$ cat src/hw/rtl/hbcf_pkg.sv
// Shared types and constants of the hydrogen bond class filter.
// No dependencies; imported by hbcf_dist_unit and hydrogen_bond_class_filter.
package hbcf_pkg;

	localparam int IDX_IN_W  = 12;
	localparam int POS_W     = 20;
	localparam int DIFF_W    = POS_W + 1;
	localparam int SQ_W      = 2 * DIFF_W;
	localparam int ACC_W     = SQ_W + 1;
	localparam int DIST_W    = 16;
	localparam int CLASS_W   = 2;
	localparam int CFG_IDX_W = 3;
	localparam int CFG_DAT_W = 16;
	localparam int IN_DATA_W = 112;
	localparam int OUT_DATA_W = 40;
	localparam int OUT_CNT_W = 16;

	typedef enum logic [1:0] {
		CMD_LOAD  = 2'd0,
		CMD_BOND  = 2'd1,
		CMD_READ  = 2'd2,
		CMD_CLEAR = 2'd3
	} cmd_t;

	localparam logic [CLASS_W-1:0] CLASS_HELIX = 2'd1;
	localparam logic [CLASS_W-1:0] CLASS_SHEET = 2'd2;

	localparam logic [CFG_IDX_W-1:0] REG_MAX_DIST   = 3'd0;
	localparam logic [CFG_IDX_W-1:0] REG_ALLOW_HLX  = 3'd1;
	localparam logic [CFG_IDX_W-1:0] REG_ALLOW_SHT  = 3'd2;
	localparam logic [CFG_IDX_W-1:0] REG_ALLOW_OTH  = 3'd3;
	localparam logic [CFG_IDX_W-1:0] REG_MAP_CA     = 3'd4;

	localparam logic [DIST_W-1:0] MAX_DIST_RST = 16'd2560;

	typedef struct packed {
		logic start;
	} dist_ctl_t;

	typedef struct packed {
		logic done;
		logic in_range;
	} dist_sts_t;

endpackage

$ cat src/hw/rtl/hbcf_dist_unit.sv
// Squared-distance check with one shared 21x21 squarer.
// Depends on hbcf_pkg.
module hbcf_dist_unit (
	input  logic                                   clk,
	input  logic                                   arst_n,
	input  hbcf_pkg::dist_ctl_t                    ctl,
	input  logic signed [hbcf_pkg::DIFF_W-1:0]     dx,
	input  logic signed [hbcf_pkg::DIFF_W-1:0]     dy,
	input  logic signed [hbcf_pkg::DIFF_W-1:0]     dz,
	input  logic [hbcf_pkg::DIST_W-1:0]            max_dist,
	output hbcf_pkg::dist_sts_t                    sts
);
	import hbcf_pkg::*;

	logic [2:0]               step_q;
	logic                     busy_q;
	logic signed [DIFF_W-1:0] op;
	logic signed [SQ_W-1:0]   sq;
	logic [SQ_W-1:0]          prod_q;
	logic [ACC_W-1:0]         acc_q;

	always_comb begin
		case (step_q)
			3'd0:    op = dx;
			3'd1:    op = dy;
			3'd2:    op = dz;
			default: op = $signed({{(DIFF_W-DIST_W){1'b0}}, max_dist});
		endcase
		sq = op * op;
	end

	always_ff @(posedge clk or negedge arst_n) begin
		if (!arst_n) begin
			step_q <= '0;
			busy_q <= 1'b0;
		end else if (ctl.start) begin
			step_q <= '0;
			busy_q <= 1'b1;
		end else if (busy_q) begin
			if (step_q == 3'd4) begin
				busy_q <= 1'b0;
			end
			step_q <= step_q + 3'd1;
		end
	end

	always_ff @(posedge clk) begin
		if (ctl.start) begin
			acc_q <= '0;
		end else if (busy_q) begin
			prod_q <= sq;
			// products of dx, dy, dz are registered in prod_q and added in the following step
			if (step_q >= 3'd1 && step_q <= 3'd3) begin
				acc_q <= acc_q + ACC_W'(prod_q);
			end
		end
	end

	// at step 4 prod_q holds max_dist squared and acc_q the full sum
	always_comb begin
		sts.done     = busy_q && (step_q == 3'd4);
		sts.in_range = acc_q <= ACC_W'(prod_q);
	end

endmodule

$ cat config.mk
export PLATFORM = sky130hd
export DESIGN_NAME = hbcf_dist_unit
export DESIGN_NICKNAME = d
export VERILOG_FILES = /design/src/hw/rtl/hbcf_pkg.sv /design/src/hw/rtl/hbcf_dist_unit.sv
export SDC_FILE = /design/constraint.sdc
export NUM_CORES = 1
export LEC_CHECK = 0
export BUFFER_PORTS_ARGS = -buffer_cell sky130_fd_sc_hd__buf_2
export CAP_MARGIN = 20
export CORE_ASPECT_RATIO = 1.25
export CORE_UTILIZATION = 38
export CTS_CLUSTER_SIZE = 12
export DETAILED_ROUTE_END_ITERATION = 10
export GPL_ROUTABILITY_DRIVEN = 0
export PLACE_DENSITY_LB_ADDON = 0.08
export SLEW_MARGIN = 15
export SYNTH_ARGS = -nofsm -noshare
export SYNTH_HDL_FRONTEND = slang
export SYNTH_SLANG_ARGS = --single-unit
$ cat constraint.sdc
create_clock -name clk -period 26.4 [get_ports clk]
set_input_delay 2.64 -clock clk [delete_from_list [all_inputs] [get_ports clk]]
set_output_delay 2.64 -clock clk [all_outputs]
set_load 0.02 [all_outputs]
==> results of run 1 <==
worst paths after layout:
check | start | end | slack [ns]
max | dy[13] | prod_q[40]$_DFFE_PP_ | 15.24
min | acc_q[25]$_SDFFE_PP0P_ | acc_q[25]$_SDFFE_PP0P_ | 0.48
max reg2reg | step_q[0]$_DFFE_PN0P_ | prod_q[40]$_DFFE_PP_ | 15.96
min reg2reg | acc_q[25]$_SDFFE_PP0P_ | acc_q[25]$_SDFFE_PP0P_ | 0.48
max in group asynchronous | arst_n | busy_q$_DFF_PN0_ | 24.19
min in group asynchronous | arst_n | step_q[2]$_DFFE_PN0P_ | 2.07
final cells by class:
type | count | area (µm²) | share of cell area [%]
multi-input combinational | 1589 | 16400 | 72.2
inverter | 615 | 2310 | 10.2
sequential | 88 | 2190 | 9.64
clock inverter | 7 | 83.8 | 0.369
tap | 735 | 920 | 4.04
timing repair buffer | 108 | 601 | 2.64
clock buffer | 9 | 225 | 0.990
stage by stage:
step | setup WS [ns] | hold slack [ns] | area (µm²) | instances | utilization (%)
detailed placement | 14.82 | 0.473 | 22400 | 3134 | 40.8
finish | 15.24 | 0.482 | 22700 | 3151 | 41.3
global route | 14.55 | 0.509 | 22700 | 3151 | 41.3
global placement | 15.00 | 0.459 | 22400 | 3134 | 40.8
CTS | 15.19 | 0.483 | 22700 | 3150 | 41.3
floorplan | 16.60 | 0.452 | 21200 | 2365 | -
sequential cells by signal, summed over array words and instances, names as in the netlist:
register and cells:
acc_q 43, busy_q 1, prod_q 41, step_q 3
worst register-to-register path, delay by kind of cell (launching register included):
| kind | cells | cell delay, ns |
|---|---|---|
| adders and majority gates | 9 | 4.02 |
| DFF | 1 | 0.45 |
| and+or+nand+nor | 4 | 1.27 |
| buffers and inverters | 8 | 1.28 |
| AOI/OAI and AO/OA | 9 | 3.26 |
per-layer routing:
metal | part of all wire, % | wire (µm)
met1 | 46 | 26100
met2 | 48 | 27300
met3 | 2.5 | 1390
met4 | 2.7 | 1540
met5 | 0 | 0
cell usage after synthesis, types with 22 or more instances:
| library cell | instances | area (µm²) |
|---|---|---|
| a211oi_1 | 47 | 353 |
| a21o_1 | 35 | 263 |
| a21oi_1 | 103 | 515 |
| clkbuf_1 | 59 | 221 |
| dfxtp_1 | 43 | 861 |
| edfxtp_1 | 41 | 1230 |
| fa_1 | 411 | 8230 |
| ha_1 | 214 | 2680 |
| inv_1 | 609 | 2290 |
| nand2_1 | 202 | 758 |
| nor2_1 | 195 | 732 |
| o21ai_0 | 37 | 185 |
| xnor2_1 | 74 | 648 |
| xor2_1 | 22 | 193 |
cell usage in the layout (no fill, tap or decap), types with 4 or more instances in the layout:
cell / count
inv_1: 609
fa_1: 411
ha_1: 214
nand2_1: 202
nor2_1: 195
a21oi_1: 103
buf_2: 83
xnor2_1: 74
a211oi_1: 47
dfxtp_1: 43
edfxtp_1: 41
o21ai_0: 37
a21o_1: 35
buf_4: 24
xor2_1: 22
a22oi_1: 16
nor3_1: 16
o21bai_1: 15
nor2b_1: 15
o31ai_1: 14
nand4_1: 13
nand3_1: 12
nand2b_1: 12
and2_1: 9
a31oi_1: 9
o21a_1: 9
nor4_1: 9
clkbuf_16: 9
a31o_2: 8
or2_2: 7
or3_1: 7
and3_1: 7
a22o_1: 6
o211ai_1: 6
clkinv_1: 5
a221oi_1: 4
dfrtp_1: 4
kinds of logic after synthesis:
group | after synthesis
AO/OA/AOI/OAI | 349
XOR/XNOR | 96
adder cells (fa/ha/maj) | 625
buffers and inverters | 688
flip-flops | 88
multiplexers | 2
AND/OR/NAND/NOR | 517
==> flow_metrics.tcl, run 1 <==
set metrics [dict create \
    path_depth 29 \
    rows 96 \
    fin_crit_sh_pct 42.3 \
    hpwl_um 47700 \
    cts_made_buffers 9 \
    synth.yosys.warnings 0 \
    die_y_um 266 \
    cts_tree "yes" \
    fmax_ghz 0.0896 \
    ant_nets 0 \
    synth.distinct_cells 74 \
    grtUsageMet2_pct 36.3 \
    startpoint_type "input port" \
    fin_setup_tns_ns 0 \
    h-tree-depth 3 \
    synth_edf_count 41 \
    grt_most_used_layer "met2" \
    routed_wl_um 56300 \
    ioPinCount 84 \
    die_w_um 213 \
    reg2regPathDepth 30 \
    cts_resized 0 \
    detail_route.first_pass.iterations 5 \
    slew_headroom_pct 39.6 \
    critPathBufInv 9 \
    drive_gt1_share_pct 6.66 \
    cp_common_cell "inv_1" \
    nets 3118 \
    muxShareOfSynthArea_pct 0.100 \
    syn_area_um2 21200 \
    grt_max_degree 75 \
    async_flop_share_pct 4.55 \
    cap_violations 0 \
    syn_to_final_growth_pct 7.35 \
    synth_xor_area_share_pct 3.97 \
    timing_hold_violations_final 0 \
    synth_top_flop_cell "dfxtp_1" \
    synth_top_family_by_area "adder cells" \
    grtUsageTotal_pct 21.0 \
    critPathMaxFanout 17 \
    avgSynthCellArea_um2 8.96 \
    critical_path_class "input port to register" \
    setup.worst_path.end_class "register" \
    fin_skew_ns 0.0120 \
    synthSimpleGateAreaFrac_pct 10.5 \
    diodes 0 \
    met3_usage_pct 1.58 \
    path_clk_slew_ns 0.07 \
    route.vias.total 15340 \
    holdPathStages 2 \
    tightest_slew_ns 0.903 \
    cp_data_required_time_ns 26.58 \
    grt-ovfl-total 0 \
    post_cts_buffers 0 \
    hp-class "register to register" \
    gr-usage-met1_pct 28.1 \
    cts_num_sinks 88 \
    cts.path.max_buffers 2 \
    drc 0 \
    rsz0062_at_grt "no" \
    ctsRootBufferMaster "clkbuf_16" \
    syn_inst 2365 \
    ctsHoldBuffers 0 \
    vias_per_cell 4.87 \
    cp_top_family "compound AO/OA/AOI/OAI gates" \
    timing.final.crit_period_ns 11.17 \
    wire_per_inst_um 17.9 \
    insertion_delay_ns 0.37 \
    synthAdderAreaFrac_pct 51.5 \
    ys_seq_elements 88 \
    crit_path_top_delay_cell "a221oi_1" \
    ys_seq_area_share_pct 10.3 \
    start_util_pct 38.5 \
    dr.first_iter.drc_count 601 \
    crit_arrival_ns 11.35 \
    critPathMaxStageDelay_ns 0.82 \
    synth_compound_area_share_pct 11.3 \
    antenna_found_initial 0 \
    grt_pass1_vias 17007 \
    n_fill_cell 5642 \
    port_buffers 83 \
    die_area_um2 56700 \
    synthesis.nets 3072 \
    core-area_um2 55000 \
    status "completed" \
    drv_slew 0 \
    setup_viol 0 \
    grt_first_pass_wirelength_um 91500 \
]
Power of run 1 is left out: the tool's default activity adds up to more than one toggle a clock period on the data nets, which glitch-free logic cannot reach.
==> run 2, diff against run 1 <==
--- a/config.mk
+++ b/config.mk
@@ -5,6 +5,7 @@
 export SDC_FILE = /design/constraint.sdc
 export NUM_CORES = 1
 export LEC_CHECK = 0
+export ABC_AREA = 1
 export BUFFER_PORTS_ARGS = -buffer_cell sky130_fd_sc_hd__buf_2
 export CAP_MARGIN = 20
 export CORE_ASPECT_RATIO = 1.25
==> constraint.sdc (replaced) <==
create_clock -name clk -period 9.2 [get_ports clk]
set_input_delay 0.92 -clock clk [delete_from_list [all_inputs] [get_ports clk]]
set_output_delay 0.92 -clock clk [all_outputs]
set_load 0.02 [all_outputs]
==> run 2 against run 1 <==
Synthesized cell count grew 35%. First-iteration DRC count increased by 73%. Register-to-register slack got worse by 15 ns. Flip-flop and latch count stayed put. Worst setup slack worse by 15 ns. Final cell count rose by 30%. Non-clock buffer count shrank 5. Synthesized area increased by 12%. Via count grew 29%. Critical path depth decreased by 1. Clock skew rose by 0.010 ns.
==> flow_metrics.tcl, run 2 <==
set metrics [dict create \
    status "completed" \
    synth_top_flop_cell "dfxtp_1" \
    post_cts_buffers 0 \
    largest_reg_flops 43 \
    drc 0 \
    ctsRootBufferMaster "clkbuf_16" \
    die_w_um 226 \
    seqCellArea_um2 2190 \
    grt_first_pass_wirelength_um 120000 \
    multi_input_area_um2 17900 \
    reg_top3 "acc_q: 43 flops, prod_q: 41 flops, step_q: 3 flops" \
    syn_to_final_growth_pct 6.98 \
    ioPinCount 84 \
    insertion_delay_ns 0.38 \
    slew_headroom_pct 38.0 \
    synth.distinct_cells 55 \
    h-tree-depth 3 \
    ant_nets 0 \
    top_register "acc_q" \
    mostFrequentLayoutCells "inv_1, nand2_1, fa_1" \
    die_area_um2 63600 \
    cts_resized 0 \
    die_y_um 282 \
    cts_num_sinks 88 \
    timing_hold_violations_final 0 \
    fin_hold_ws_ns 0.350 \
    grtUsageTotal_pct 25.3 \
    dr.first_iter.drc_count 1042 \
    hp-class "input port to asynchronous set/reset pin" \
    cp_data_required_time_ns 9.40 \
    ctsHoldBuffers 0 \
    ys_seq_area_share_pct 9.22 \
    n_fill_cell 6525 \
    ys_seq_elements 88 \
    diodes 0 \
    grt_pass1_vias 21724 \
    hpwl_um 67100 \
    rows 102 \
    cts_made_buffers 9 \
    fmax_ghz 0.116 \
    yosys.area.top_type_share_pct 34.6 \
    utilization_pct 41.1 \
    cap_violations 0 \
    setup_viol 0 \
    synth.yosys.warnings 0 \
    vias_per_cell 4.85 \
    port_buffers 83 \
    crit_arrival_ns 8.83 \
    route.vias.total 19802 \
    start_util_pct 38.4 \
    core-area_um2 61900 \
    synth_edf_count 41 \
    timing.final.crit_period_ns 8.63 \
    yosysMostFrequentCell "inv_1" \
    critPathMaxFanout 17 \
    tightest_slew_ns 0.930 \
    synth_commonest_cells "inv_1, nand2_1, fa_1" \
    critical_path_class "register to register" \
    fin_skew_ns 0.0225 \
    cts_tree "yes" \
    avgSynthCellArea_um2 7.48 \
    drv_slew 0 \
    antenna_found_initial 1 \
    startpoint_type "register" \
    fin_setup_tns_ns 0 \
    detail_route.first_pass.iterations 7 \
    critPathMaxStageDelay_ns 0.78 \
    grt_max_degree 63 \
    synth_area_leader_cell "fa_1" \
    nets 3957 \
    synthesis.nets 3888 \
    wire_per_inst_um 18.9 \
    path_clk_slew_ns 0.08 \
    cts.path.max_buffers 2 \
    yosys-top-cells-area "fa_1, inv_1, ha_1" \
    setup.worst_path.end_class "register" \
    routed_wl_um 77300 \
    async_flop_share_pct 4.55 \
    syn_area_um2 23800 \
    crit_path_top_delay_cell "a21oi_2" \
    rsz0062_at_grt "no" \
    grt-ovfl-total 0 \
    fin_crit_sh_pct 93.8 \
    drive_gt1_share_pct 5.71 \
    final_common_cell "inv_1" \
    syn_inst 3181 \
]
## run 2: cell type report
type / instances / share of cell area, %
Inverter: 900 / 13.3
Timing Repair Buffer: 103 / 2.25
Sequential cell: 88 / 8.61
Tap cell: 832 / 4.09
Clock buffer: 13 / 1.11
Multi-Input combinational cell: 2148 / 70.5
Clock inverter: 3 / 0.0885
## run 2: final timing paths
check                      depth (start not counted)  slack (ns)                     end                    from
max                                               28        0.57    prod_q[38]$_DFFE_PP_   step_q[0]$_DFFE_PN0P_
min in group clk                                   2        0.55  acc_q[14]$_SDFFE_PP0P_  acc_q[14]$_SDFFE_PP0P_
min                                                1        0.35   step_q[0]$_DFFE_PN0P_                  arst_n
max reg2reg                                       28        0.57    prod_q[38]$_DFFE_PP_   step_q[0]$_DFFE_PN0P_
min reg2reg                                        2        0.55  acc_q[14]$_SDFFE_PP0P_  acc_q[14]$_SDFFE_PP0P_
max in group asynchronous                          1        8.71        busy_q$_DFF_PN0_                  arst_n
## run 2: metrics by stage
| stage | instances | cell area, µm² | setup slack (ns) |
|---|---|---|---|
| after floorplan | 3181 | 23800 | 1.92 |
| after global placement | 4070 | 25100 | 0.718 |
| after detailed placement | 4071 | 25100 | 0.723 |
| after CTS | 4087 | 25400 | 0.683 |
| after global routing | 4087 | 25400 | 0.359 |
| final | 4087 | 25400 | 0.570 |
## run 2: worst max-delay path: cells and delay by family, from the launching register on
family,cells,cell delay (ns)
xor+xnor,1,0.18
fa+ha+maj,9,3.91
buf+inv,8,1.14
flops,1,0.42
simple gates,9,2.01
compound gates,1,0.78
## run 2: cell families (layout without fill, tap and decap cells)
kind of cell               Yosys count  after routing  share of synthesized area (%)
adders and majority gates          625            625                           45.8
xor gates and xnor gates            60             60                           2.21
and+or+nand+nor                   1197           1197                           20.5
buffers and inverters              945           1019                           15.4
AOI/OAI and AO/OA                  266            266                           6.85
DFF                                 88             88                           9.22
## run 2: routing by layer
layer / track usage [%] / up-vias / part of all wire (%)
li1: - / 9534 / -
met1: 29.0 / 9617 / 41
met2: 46.4 / 490 / 51
met3: 2.54 / 161 / 3.5
met4: 12.8 / 0 / 5.4
met5: 0 / - / 0
Power of run 2 is left out for the same reason.
==> run 3, diff against run 2 <==
--- a/config.mk
+++ b/config.mk
@@ -14,6 +14,7 @@
 export DETAILED_ROUTE_END_ITERATION = 10
 export GPL_ROUTABILITY_DRIVEN = 0
 export PLACE_DENSITY_LB_ADDON = 0.08
+export REMOVE_ABC_BUFFERS = 1
 export SLEW_MARGIN = 15
 export SYNTH_ARGS = -nofsm -noshare
 export SYNTH_HDL_FRONTEND = slang
==> run 3 against run 2 <==
Clock skew fell by 0.00071 ns. Flip-flop and latch count did not move. Final cell count barely moved. Worst hold slack got worse by 0.0091 ns. Critical endpoint is now prod_q[40]$_DFFE_PP_. Highest routed layer unchanged. Worst setup slack improved by 0.055 ns. Maximum frequency rose by 0.64%. Global-route usage fell by 0.50 points. Utilization barely moved.
==> flow_metrics.tcl, run 3 (synthesis gave the netlist of run 2 again) <==
set metrics [dict create \
    status "completed" \
    ioPinCount 84 \
    timing.final.crit_period_ns 8.58 \
    final_common_cell "inv_1" \
    ant_nets 0 \
    post_cts_buffers 0 \
    reg2regPathDepth 26 \
    fin_crit_sh_pct 93.2 \
    timing_hold_violations_final 0 \
    tightest_slew_ns 1.09 \
    path_depth 26 \
    ctsHoldBuffers 0 \
    multi_input_area_um2 17900 \
    critical_path_class "register to register" \
    hpwl_um 66000 \
    port_buffers 83 \
    route.vias.total 19779 \
    cp_top_family "adder cells" \
    reg_top3 "acc_q: 43 flops, prod_q: 41 flops, step_q: 3 flops" \
    vias_per_cell 4.84 \
    dr.first_iter.drc_count 1141 \
    cts.path.max_buffers 2 \
    startpoint_type "register" \
    fin_setup_tns_ns 0 \
    slew_headroom_pct 27.3 \
    routed_wl_um 75800 \
    critPathMaxFanout 18 \
    cp_common_cell "fa_1" \
    die_w_um 226 \
    worst_r2r_endpoint "prod_q[40]$_DFFE_PP_" \
    wire_per_inst_um 18.6 \
    n_fill_cell 6501 \
    nets 3955 \
    insertion_delay_ns 0.39 \
    grt-ovfl-total 0 \
    seqCellArea_um2 2190 \
    ctsRootBufferMaster "clkbuf_16" \
    setup_viol 0 \
    rsz0062_at_grt "no" \
    mostFrequentLayoutCells "inv_1, nand2_1, fa_1" \
    largest_reg_flops 43 \
    cap_violations 0 \
    die_y_um 282 \
    grt_max_degree 71 \
    core-area_um2 61900 \
    cts_resized 0 \
    cts_num_sinks 88 \
    setup.worst_path.end_class "register" \
    critPathBufInv 6 \
    regToRegSetupSlack_ns 0.62 \
    fmax_ghz 0.117 \
    syn_to_final_growth_pct 6.89 \
    crit_arrival_ns 8.68 \
    path_clk_slew_ns 0.08 \
    grt_first_pass_wirelength_um 118000 \
    drc 0 \
    h-tree-depth 3 \
    detail_route.first_pass.iterations 5 \
    rr_startpoint "step_q[0]$_DFFE_PN0P_" \
    top_register "acc_q" \
    cp_data_required_time_ns 9.31 \
    hp-class "input port to asynchronous set/reset pin" \
    crit_path_top_delay_cell "o21ai_2" \
    grt_pass1_vias 21542 \
    start_util_pct 38.4 \
    cts_made_buffers 9 \
    antenna_found_initial 0 \
    fin_skew_ns 0.0218 \
    grtUsageTotal_pct 24.8 \
    rows 102 \
    drive_gt1_share_pct 5.69 \
    die_area_um2 63600 \
    drv_slew 0 \
    cts_tree "yes" \
    critPathMaxStageDelay_ns 0.93 \
]
==> run 3: per-layer routing <==
metal	GRT usage [%]	part of all wire, %	vias to the layer above
met5	0	0	-
met4	13.1	5.7	0
li1	-	-	9547
met3	1.87	3.3	166
met1	28.5	40	9597
met2	45.6	51	469
==> run 3: how the worst max path moves through the flow <==
stage | endpoint | slack (ns) | start
CTS | prod_q[40]$_DFFE_PP_ | 0.64 | step_q[0]$_DFFE_PN0P_
global placement | prod_q[40]$_DFFE_PP_ | 0.74 | step_q[0]$_DFFE_PN0P_
global route | prod_q[40]$_DFFE_PP_ | 0.15 | step_q[0]$_DFFE_PN0P_
finish | prod_q[40]$_DFFE_PP_ | 0.62 | step_q[0]$_DFFE_PN0P_
floorplan | prod_q[41]$_DFFE_PP_ | 1.36 | step_q[0]$_DFFE_PN0P_
detailed placement | prod_q[40]$_DFFE_PP_ | 0.68 | step_q[0]$_DFFE_PN0P_
==> run 3: layout make-up <==
type / count / area share [%]
antenna: 1 / 0.00984
clock buffer: 10 / 0.901
clock inverter: 6 / 0.295
inverter: 900 / 13.3
multi-input combinational: 2148 / 70.6
sequential: 88 / 8.62
tap: 832 / 4.09
timing repair buffer: 101 / 2.17
==> run 3: per-stage QoR <==
stage | setup slack (ns) | std cells | util, % | hold WS (ns) | instance area, µm²
final | 0.624 | 4086 | 41.1 | 0.341 | 25400
after global routing | 0.149 | 4085 | 41.1 | 0.343 | 25400
after CTS | 0.636 | 4085 | 41.1 | 0.331 | 25400
after detailed placement | 0.678 | 4069 | 40.6 | 0.532 | 25100
after global placement | 0.741 | 4069 | 40.6 | 0.521 | 25100
after floorplan | 1.36 | 3136 | - | 0.492 | 23500
Power of run 3 is left out for the same reason.
